[src/tmrca_pkg.sv]
// ----------------------------------------------------------------------------
// tmrca_pkg: shared definitions for the tile map renderer
// Sizes, field widths, codes, the controller state type and the
// command/status structs that join the controller and the datapath.
// ----------------------------------------------------------------------------
package tmrca_pkg;

  // Tile and sheet geometry
  localparam int TILE_W      = 8;
  localparam int TILE_H      = 8;
  localparam int SHEET_WORDS = 65536;  // words per bank, a power of two
  localparam int MAP_DIM     = 512;
  localparam int BANKS       = 2;

  localparam int TILE_PIXELS = TILE_W * TILE_H;
  localparam int ADDR_W      = $clog2(SHEET_WORDS);
  localparam int PX_W        = (TILE_W > 1) ? $clog2(TILE_W) : 1;
  localparam int PY_W        = (TILE_H > 1) ? $clog2(TILE_H) : 1;
  localparam int PIX_W       = (TILE_PIXELS > 1) ? $clog2(TILE_PIXELS) : 1;

  // Field widths
  localparam int KIND_W       = 1;
  localparam int BANK_W       = 1;
  localparam int SHEET_ADDR_W = 16;
  localparam int PIXEL_W      = 32;
  localparam int TILE_NUM_W   = 10;
  localparam int CELL_W       = 9;
  localparam int COORD_W      = 12;
  localparam int GAIN_W       = 12;
  localparam int TPR_W        = 6;
  localparam int CHAN_W       = 8;

  // Tile number division, one quotient bit per step
  localparam int DIV_STEPS = TILE_NUM_W;
  localparam int DIV_CNT_W = $clog2(DIV_STEPS);

  // Configuration port
  localparam int CFG_IDX_W  = 2;
  localparam int CFG_DATA_W = 12;
  localparam logic [CFG_IDX_W-1:0] CFG_SWAP_RED_BLUE       = 2'd0;
  localparam logic [CFG_IDX_W-1:0] CFG_BRIGHTNESS_GAIN     = 2'd1;
  localparam logic [CFG_IDX_W-1:0] CFG_TILES_PER_SHEET_ROW = 2'd2;

  localparam logic [GAIN_W-1:0] GAIN_RESET = 12'd256;
  localparam logic [TPR_W-1:0]  TPR_RESET  = 6'd32;

  // Item kinds
  localparam logic [KIND_W-1:0] KIND_LOAD   = 1'b0;
  localparam logic [KIND_W-1:0] KIND_RENDER = 1'b1;

  typedef enum logic [1:0] {
    ST_IDLE,
    ST_DIVIDE,
    ST_ORIGIN,
    ST_RENDER
  } tmrca_state_t;

  typedef struct packed {
    logic [KIND_W-1:0]       kind;
    logic [BANK_W-1:0]       sheet_bank;
    logic [SHEET_ADDR_W-1:0] sheet_address;
    logic [PIXEL_W-1:0]      sheet_pixel;
    logic [TILE_NUM_W-1:0]   tile_number;
    logic [CELL_W-1:0]       cell_column;
    logic [CELL_W-1:0]       cell_row;
  } tmrca_item_t;

  typedef struct packed {
    logic            load;       // write the item's word into the sheet
    logic            start;      // latch a render item's fields
    logic            div_step;   // one step of tile number / tiles per row
    logic            origin_en;  // form the tile's top-left word address
    logic            issue;      // read one tile pixel
    logic [PX_W-1:0] px;
    logic [PY_W-1:0] py;
    logic            last;
  } tmrca_cmd_t;

  typedef struct packed {
    logic advance;  // pixel pipeline can take a new read this cycle
  } tmrca_stat_t;

endpackage

[src/tmrca_ctrl.sv]
// ----------------------------------------------------------------------------
// tmrca_ctrl: item sequencer
// Accepts items; for a render item, steps the tile number division, then
// walks the tile's pixels in row-major order while the pixel pipeline has room.
// ----------------------------------------------------------------------------
module tmrca_ctrl
  import tmrca_pkg::*;
(
  input  logic              clk,
  input  logic              rst,
  input  logic              item_valid,
  input  logic [KIND_W-1:0] item_kind,
  output logic              item_ready,
  input  tmrca_stat_t       stat,
  output tmrca_cmd_t        cmd
);

  tmrca_state_t           state;
  tmrca_state_t           state_next;
  logic [DIV_CNT_W-1:0]   div_count;
  logic [PIX_W-1:0]       pixel_step;
  logic                   div_done;
  logic                   pix_last;

  assign div_done = (div_count == DIV_CNT_W'(DIV_STEPS - 1));
  assign pix_last = (pixel_step == PIX_W'(TILE_PIXELS - 1));

  always_comb begin
    state_next = state;
    unique case (state)
      ST_IDLE: begin
        if (item_valid && item_kind == KIND_RENDER) state_next = ST_DIVIDE;
      end
      ST_DIVIDE: begin
        if (div_done) state_next = ST_ORIGIN;
      end
      ST_ORIGIN: state_next = ST_RENDER;
      ST_RENDER: begin
        if (stat.advance && pix_last) state_next = ST_IDLE;
      end
      default: state_next = ST_IDLE;
    endcase
  end

  always_comb begin
    item_ready    = 1'b0;
    cmd           = '0;
    cmd.px        = PX_W'(pixel_step % TILE_W);
    cmd.py        = PY_W'(pixel_step / TILE_W);
    cmd.last      = pix_last;
    unique case (state)
      ST_IDLE: begin
        item_ready = 1'b1;
        cmd.load   = item_valid && (item_kind == KIND_LOAD);
        cmd.start  = item_valid && (item_kind == KIND_RENDER);
      end
      ST_DIVIDE: cmd.div_step  = 1'b1;
      ST_ORIGIN: cmd.origin_en = 1'b1;
      ST_RENDER: cmd.issue     = stat.advance;
      default: ;
    endcase
  end

  always_ff @(posedge clk) begin
    if (rst) begin
      state      <= ST_IDLE;
      div_count  <= '0;
      pixel_step <= '0;
    end else begin
      state <= state_next;
      if (cmd.start) begin
        div_count <= '0;
      end else if (cmd.div_step) begin
        div_count <= div_count + 1'b1;
      end
      if (cmd.issue) begin
        pixel_step <= pix_last ? '0 : pixel_step + 1'b1;
      end
    end
  end

  a_last_returns_idle: assert property (@(posedge clk) disable iff (rst)
    (cmd.issue && cmd.last) |=> (state == ST_IDLE && pixel_step == '0))
    else $error("sequencer did not return to idle after the last pixel");

  a_divide_length: assert property (@(posedge clk) disable iff (rst)
    (state == ST_DIVIDE && div_done) |=> (state == ST_ORIGIN))
    else $error("division did not end after its fixed step count");

  a_issue_needs_room: assert property (@(posedge clk) disable iff (rst)
    cmd.issue |-> (stat.advance && state == ST_RENDER))
    else $error("pixel read issued without pipeline room");

endmodule

[config.mk]
export PLATFORM = sky130hd
export DESIGN_NAME = tmrca_ctrl
export DESIGN_NICKNAME = d
export VERILOG_FILES = /design/src/tmrca_pkg.sv /design/src/tmrca_ctrl.sv
export SDC_FILE = /design/constraint.sdc
export NUM_CORES = 1
export LEC_CHECK = 0
export ABC_AREA = 1
export BUFFER_PORTS_ARGS = -buffer_cell sky130_fd_sc_hd__buf_4
export CORE_MARGIN = 8
export CORE_UTILIZATION = 44
export DETAILED_ROUTE_END_ITERATION = 7
export PLACE_DENSITY_LB_ADDON = 0.3
export SLEW_MARGIN = 25
export SYNTH_ARGS = -nofsm -noshare
export SYNTH_HDL_FRONTEND = slang
export SYNTH_SLANG_ARGS = --single-unit
[constraint.sdc]
create_clock -name clk -period 1.57 [get_ports clk]
set_clock_uncertainty 0.2 [all_clocks]
set_input_delay 0.157 -clock clk [delete_from_list [all_inputs] [get_ports clk]]
set_output_delay 0.157 -clock clk [all_outputs]
set_load 0.005 [all_outputs]
==> results_dict.tcl, run 1 <==
set metrics [dict create \
    drive_gt1_share_pct 34.7 \
    timing.rr.start "state[0]" \
    crit_start "state[1]" \
    drv_cap 0 \
    synth.most_common_cell "nand2_1" \
    clockBufferDepth 2 \
    setup_ws_ns 0.0501 \
    fmax_mhz 658 \
    synth_fp_nets 110 \
    avgSynthCellArea_um2 7.28 \
    filler_cell_count 142 \
    multi_input_area_um2 430 \
    synth_seq_cells 12 \
    reg2reg_setup_slack_ns 0.09 \
    core_region_area_um2 1510 \
    yosysWarnings 0 \
    initial_utilization_pct 46.8 \
    slew_headroom_pct 79.7 \
    fin_area_um2 956 \
    tns_ns 0 \
    rr_worst_depth 8 \
    setup_viol 0 \
    outcome "finished clean" \
    grt_pass1_vias 617 \
    place_ws_ns -0.0115 \
    die_y_um 56.0 \
    area_growth_pct 35.5 \
    critPathMaxFanout 5 \
    drc 0 \
    drt_iter0_markers 13 \
    die-width_um 56.0 \
    htreeDepth 1 \
    globalRoute.totalOverflow 0 \
    pwr_density_cell_nw_per_um2 1190 \
    p_leak_nw 0.449 \
    required_ns 1.21 \
    comb_power_share_pct 48.6 \
    worstPathArrival_ns 1.16 \
    synth-edff-count 0 \
    clkPwrFrac_pct 16.0 \
    cts_root_buf "clkbuf_4" \
    async_reset_ff_share_pct 0 \
    fp-row-count 14 \
    r2r_end "state[1]" \
    synth_common_cells "nand2_1 (17), inv_1 (16), dfxtp_1 (12), nor2_1 (12)" \
    placed_area_um2 868 \
    worstSetupPathType "register to output pin" \
    dr_total_vias 683 \
    yosysSeqAreaShare_pct 34.0 \
    seqPwrFrac_pct 35.4 \
    first_pass_iters 4 \
    hpwl_um 1220 \
    clkSlewWorstSetupHoldPaths_ns 0.07 \
    maxSlewViolCount 0 \
    critPathCapture "cmd[9]" \
    drtAntennaViolNets 0 \
    clkSinkCount 12 \
    io_buffers 17 \
    io_pins 18 \
    period_minus_slack_ns 1.52 \
    hold_ws_ns 0.0377 \
    worstMarginPinSlew_ns 0.304 \
    die_area_um2 3140 \
    syn_area_um2 706 \
    track_usage_pct 9.84 \
    antenna_found_initial 0 \
    final_util_pct 63.5 \
    wl_per_cell_um 11.9 \
    postSynthCellCount 97 \
    grt_pass1_wl_um 2640 \
    gp_congestion 0.808 \
    setup.worst_path.end_class "output pin" \
    nets 136 \
    drt_wl_total_um 1630 \
    yosysTopAreaCell "dfxtp_1" \
    vias_per_cell 4.99 \
    synth_area_leaders "dfxtp_1 (34%), ha_1 (14%), nand2_1 (9.0%)" \
    ir_drop_mv 0.825 \
    holdCritPathClass "input pin to register" \
    synthDistinctLibCells 21 \
    cts_tree "yes" \
    insertion_delay_ns 0.26 \
    rsz0062_at_grt "true" \
    yosysTopAreaCellShare_pct 34.0 \
    finalHoldViolCount 0 \
    antenna_cells 0 \
    min_period_over_period_pct 96.8 \
    p_sw_share_pct 36.4 \
    p_int_uw 723 \
    grt_start_max_net_pins 8 \
    seq_area_um2 248 \
    p_sw_uw 414 \
    numCtsBuffers 3 \
    synthFlopType "dfxtp_1" \
    startpoint_type "register" \
]
cells by family (layout without fill, tap and decap cells):
logic type                 count (synthesis)  after routing  share of synthesized area (%)
and+or+nand+nor                           43             43                           28.9
buffers and inverters                     19             43                           10.6
AOI/OAI and AO/OA                         13             13                           9.57
DFF                                       12             12                           34.0
adders and majority gates                  8              8                           14.2
xor gates and xnor gates                   1              1                           1.24
muxes                                      1              1                           1.42
final cells by class:
cell class	count	share of cell area [%]
inverter	18	7.07
multi-input combinational	66	45.0
tap	16	2.09
clock buffer	3	2.36
sequential	12	25.9
timing repair buffer	22	17.5
layout by cell type, fill, tap and decap left out, types with 4 or more instances in the layout:
master,n
buf_4,21
inv_1,14
dfxtp_1,8
ha_1,4
inv_2,4
nor2_1,12
nand2_1,15
a21oi_1,8
nand3_1,6
registers in the layout (all words and copies together), names as in the netlist:
register / flops
state: 2
div_count: 4
pixel_step: 6
layer usage:
| layer | part of all wire [%] | vias to the layer above | track usage, % |
|---|---|---|---|
| li1 | - | 355 | - |
| met1 | 43 | 311 | 11.6 |
| met2 | 49 | 13 | 15.1 |
| met3 | 6.7 | 4 | 4.34 |
| met4 | 1.1 | 0 | 4.12 |
| met5 | 0 | - | 0 |
stage by stage:
stage | power, mW | std cells
global route | 1.24 | 137
floorplan | 0.668 | 97
global placement | 0.837 | 132
finish | 1.14 | 137
CTS | 1.06 | 136
detailed placement | 0.859 | 132
timing repair:
item                       4_1_cts  5_1_grt
setup endpoints to repair        7        7
gates resized for setup          6       10
pin swaps                        0        1
setup buffers                    0        1
hold buffers                     1        0
hold endpoints to repair         2        0
critical path, cell delays in order, from the launching register on:
cell and delay [ns]:
dfxtp_4 0.37, inv_2 0.06, ha_2 0.18, buf_4 0.15, buf_4 0.13
power groups by stage:
stage	registers, mW	clock network (mW)	logic [mW]
6_report	0.403	0.182	0.552
5_1_grt	0.407	0.199	0.636
4_1_cts	0.390	0.187	0.487
3_5_place_dp	0.391	0	0.467
3_3_place_gp	0.388	0	0.449
2_1_floorplan	0.383	0	0.286
worst min path at each step:
stage,start,end,slack (ns),cells after the start
2_1_floorplan,rst,pixel_step[2],0.03,1
3_3_place_gp,rst,pixel_step[2],0.14,2
3_5_place_dp,rst,pixel_step[2],0.14,2
4_1_cts,stat,pixel_step[0],0.07,4
5_1_grt,stat,pixel_step[0],0.05,4
6_report,stat,pixel_step[0],0.04,4
Power figures use the tool's default switching activity.
==> inputs of run 2 (changes only) <==
Settings changed: BUFFER_PORTS_ARGS -buffer_cell sky130_fd_sc_hd__buf_4 to -buffer_cell sky130_fd_sc_hd__buf_2, GPL_TIMING_DRIVEN set to 0.
==> run 2 against run 1 <==
Compared with the run above: maximum frequency down 1.5%; register-to-register slack about the same; clock-buffer cell count up 1; critical endpoint is now cmd[7]; critical path depth unchanged; largest cell class unchanged; core utilization unchanged; critical path type unchanged; die area unchanged; cell count up 0.73%.
==> results_dict.tcl, run 2 (synthesis gave the netlist of run 1 again) <==
set metrics [dict create \
    outcome "finished clean" \
    first_pass_iters 4 \
    globalRoute.totalOverflow 0 \
    setup_ws_ns 0.0271 \
    p_sw_share_pct 37.6 \
    p_leak_nw 0.466 \
    critPathMaxFanout 7 \
    die_y_um 56.0 \
    place_ws_ns -0.0151 \
    track_usage_pct 10.8 \
    fmax_mhz 648 \
    cts_root_buf "clkbuf_4" \
    die_area_um2 3140 \
    p_sw_uw 422 \
    maxSlewViolCount 0 \
    clockBufferDepth 2 \
    antenna_cells 0 \
    core_region_area_um2 1510 \
    gp_congestion 0.794 \
    antenna_found_initial 0 \
    mostFrequentLayoutCell "buf_2" \
    seqPwrFrac_pct 35.2 \
    clkSinkCount 12 \
    drt_wl_total_um 1640 \
    filler_cell_count 131 \
    min_period_over_period_pct 98.3 \
    fp-row-count 14 \
    slew_headroom_pct 69.0 \
    p_int_uw 701 \
    drtAntennaViolNets 0 \
    wl_met1_um 725 \
    final_util_pct 63.5 \
    period_minus_slack_ns 1.54 \
    routed.top_layer "met4" \
    multi_input_area_um2 453 \
    die-width_um 56.0 \
    holdCritPathClass "input pin to register" \
    clkSlewWorstSetupHoldPaths_ns 0.08 \
    clkPwrFrac_pct 22.5 \
    dr_total_vias 672 \
    drt_iter0_markers 11 \
    grt_pass1_vias 659 \
    finalHoldViolCount 0 \
    worstPathArrival_ns 1.19 \
    wl_per_cell_um 11.9 \
    comb_power_share_pct 42.3 \
    wl_met3_um 87 \
    setup_viol 0 \
    hold_ws_ns 0.0230 \
    drv_cap 0 \
    cts_tree "yes" \
    setup.worst_path.end_class "output pin" \
    hpwl_um 1140 \
    total_power_mw 1.12 \
    worstMarginPinSlew_ns 0.460 \
    vias_per_cell 4.87 \
    startpoint_type "register" \
    drive_gt1_share_pct 39.3 \
    largest_register_ffs 6 \
    drc 0 \
    io_buffers 17 \
    initial_utilization_pct 46.8 \
    area_growth_pct 35.5 \
    pwr_density_cell_nw_per_um2 1180 \
    worstSetupPathType "register to output pin" \
    numCtsBuffers 3 \
    nets 136 \
    ir_drop_mv 0.813 \
    grt_pass1_wl_um 2810 \
    grt_start_max_net_pins 8 \
    mostFrequentLayoutCells "buf_2 (16), nand2_1 (15), inv_1 (12)" \
    required_ns 1.21 \
    htreeDepth 1 \
    seq_area_um2 248 \
    top_regs "pixel_step x6, div_count x4, state x2" \
    insertion_delay_ns 0.28 \
    rsz0062_at_grt "true" \
    top_register "pixel_step" \
    wl_met2_um 791 \
    io_pins 18 \
]
[run 2: cell types whose count changed in the layout (fill, tap and decap cells not counted), moves of 2 or more]
cell and delta:
buf_4 -17, buf_2 +16, a21oi_1 -2, a21oi_2 +2, inv_1 -2, inv_2 +2
[run 2: per-stage QoR]
stage          cell area (um^2)  TNS (ns)  instances
6_report                    956         0        138
5_1_grt                     956    -0.126        138
4_1_cts                     930         0        140
3_5_place_dp                811   -0.0151        130
3_3_place_gp                811         0        130
2_1_floorplan               706         0         97
[run 2: worst max-delay path, stage by stage, from the launching register on]
cell and delay, ns:
dfxtp_2 0.37, ha_1 0.22, nand2_4 0.10, inv_2 0.10, buf_2 0.12
[run 2: repair_timing]
item                       CTS  global route
hold endpoints to repair     2             0
gates cloned                 0             0
pin swaps                    2             3
hold buffers                 1             0
setup buffers                5             0
setup endpoints to repair    6            12
gates resized for setup     12            13
[run 2: metal layers]
metal	GRT usage (%)	vias up
li1	-	360
met1	11.3	295
met4	6.87	0
met2	17.7	12
met3	4.11	5
met5	0	-
[run 2: path summary, 6_finish.rpt]
path	start	endpoint	slack, ns	cells past startpoint
setup / recovery	state[0]	cmd[7]	0.03	4
hold / removal	stat	pixel_step[0]	0.02	4
setup reg to reg	state[0]	div_count[0]	0.10	5
hold reg to reg	div_count[2]	div_count[2]	0.29	2
[run 2: cell type report]
cell class / count / share of cell area [%]
Inverter: 18 / 7.07
Tap cell: 16 / 2.09
Clock buffer: 4 / 3.80
Timing Repair Buffer: 22 / 13.7
Sequential cell: 12 / 25.9
Multi-Input combinational cell: 66 / 47.4
[run 2: power groups by stage]
stage	sequential, mW	clock (mW)	combinational [mW]
final	0.395	0.253	0.476
after global routing	0.401	0.276	0.535
after CTS	0.390	0.257	0.420
after detailed placement	0.391	0	0.398
after global placement	0.390	0	0.386
after floorplan	0.383	0	0.286
==> inputs of run 3 (changes only) <==
Settings changed: CTS_BUF_LIST set to sky130_fd_sc_hd__clkbuf_2, CTS_CLUSTER_SIZE set to 20.
==> run 3 against run 2 <==
Compared with the run above: critical path depth stayed put; critical endpoint unchanged; die area stayed put; sequential share of layout area grew 0.36 points.
==> results_dict.tcl, run 3 (synthesis gave the netlist of run 1 again) <==
set metrics [dict create \
    drt_iter0_markers 17 \
    placed_cells 130 \
    cp_slowest_cell "dfxtp_2" \
    hold-path-cell-count 4 \
    dr_total_vias 680 \
    io_pins 18 \
    htreeDepth 1 \
    area_growth_pct 35.6 \
    mostFrequentLayoutCells "buf_2 (16), nand2_1 (14), inv_1 (12)" \
    first_pass_iters 4 \
    worstMarginPinSlew_ns 0.317 \
    finalNonFillerCells 138 \
    hpwl_um 1140 \
    die_y_um 56.0 \
    die-width_um 56.0 \
    r2r_end "state[1]" \
    numCtsBuffers 3 \
    grt_start_max_net_pins 8 \
    crit_buf_inv 2 \
    required_ns 1.21 \
    grt_pass1_wl_um 2890 \
    core_region_area_um2 1510 \
    grt_pass1_vias 674 \
    drv_cap 0 \
    insertion_delay_ns 0.27 \
    globalRoute.totalOverflow 0 \
    worstSetupPathType "register to output pin" \
    ir_drop_mv 0.874 \
    placed_area_um2 811 \
    min_period_over_period_pct 98.2 \
    outcome "finished clean" \
    antenna_found_initial 0 \
    filler_cell_count 127 \
    finalHoldViolCount 0 \
    setup_viol 0 \
    fmax_mhz 649 \
    drive_gt1_share_pct 41.0 \
    fp-row-count 14 \
    final_util_pct 63.5 \
    startpoint_type "register" \
    period_minus_slack_ns 1.54 \
    antenna_cells 0 \
    clkSlewWorstSetupHoldPaths_ns 0.13 \
    die_area_um2 3140 \
    maxSlewViolCount 0 \
    gp_congestion 0.794 \
    worst_path_largest_cell_delay_ns 0.39 \
    initial_utilization_pct 46.8 \
    holdCritPathClass "input pin to register" \
    tns_ns 0 \
    track_usage_pct 11.0 \
    critPathMaxFanout 7 \
    reg2reg_setup_slack_ns 0.05 \
    vias_per_cell 4.93 \
    wl_per_cell_um 12.3 \
    largest_register_ffs 6 \
    pwr_density_cell_nw_per_um2 1120 \
    clockBufferDepth 2 \
    cts_root_buf "clkbuf_2" \
    multi_input_area_um2 462 \
    worstPathArrival_ns 1.18 \
    slew_headroom_pct 78.7 \
    top_regs "pixel_step x6, div_count x4, state x2" \
    rr_worst_depth 8 \
    rsz0062_at_grt "true" \
    fin_area_um2 957 \
    top_register "pixel_step" \
    drt_wl_total_um 1690 \
    p_leak_nw 0.464 \
    cts_tree "yes" \
    drc 0 \
    total_power_mw 1.07 \
    timing.rr.start "state[0]" \
    holdPathEnd "pixel_step[0]" \
    min_from "stat" \
    setup.worst_path.end_class "output pin" \
    nets 136 \
    seq_area_um2 251 \
    mostFrequentLayoutCell "buf_2" \
    drtAntennaViolNets 0 \
    critical-path-top-delay-family "flip-flops" \
    io_buffers 17 \
    clkSinkCount 12 \
    path_cells "ha_2 -> nand2_4 -> inv_2 -> buf_2" \
]
==> run 3: cell types whose count changed in the layout (fill, tap and decap cells not counted), sizes merged <==
| cell | delta |
|---|---|
| clkbuf | -1 |
| clkinv | +1 |
==> run 3: final cells by class <==
class / instances / area share, %
clock inverters: 1 / 0.392
inverters: 18 / 7.32
clock buffers: 3 / 1.57
multi-input cells: 66 / 48.2
flip-flops and latches: 12 / 26.3
well taps: 16 / 2.09
repair buffers: 22 / 14.1
==> run 3: report_power, final <==
part	switching, mW	internal (mW)
sequential	0.0500	0.355
combinational	0.272	0.227
clock	0.113	0.0553
==> run 3: per-layer routing <==
metal | vias up | wire length [um] | part of all wire (%) | GRT usage [%]
met5 | - | 0 | 0 | 0
met4 | 0 | 10 | 0.59 | 5.84
met3 | 2 | 101 | 6.0 | 4.11
met2 | 16 | 872 | 52 | 18.2
met1 | 305 | 708 | 42 | 11.7
li1 | 357 | - | - | -
==> run 3: how the worst max path moves through the flow <==
stage               startpoint        to  cells past startpoint
floorplan             state[0]  state[0]                      8
global placement      state[1]  state[0]                      6
detailed placement    state[1]  state[0]                      6
CTS                   state[0]    cmd[7]                      4
global route          state[1]    cmd[7]                      4
finish                state[0]    cmd[7]                      4
==> run 3: timing repair <==
action | CTS | global route
endpoints found under the setup margin | 7 | 12
hold buffers | 1 | 0
pin swaps | 3 | 5
hold endpoints to repair | 3 | 0
gates resized for setup | 14 | 18
setup buffers | 5 | 0
==> run 3: per-stage QoR <==
step           worst slack [ns]  hold slack, ns
2_1_floorplan             0.115          0.0331
3_3_place_gp             0.0107           0.160
3_5_place_dp            -0.0151           0.159
4_1_cts                  0.0241          0.0182
5_1_grt                 -0.0426          0.0377
6_report                 0.0290          0.0125
==> run 3: worst reg2reg max path, stage by stage (launching register included) <==
cell	delay [ns]
dfxtp_2	0.39
inv_2	0.07
ha_4	0.17
inv_1	0.05
a21oi_1	0.03
a21oi_1	0.25
nand3_1	0.13
nand2_1	0.09
nor2_1	0.05
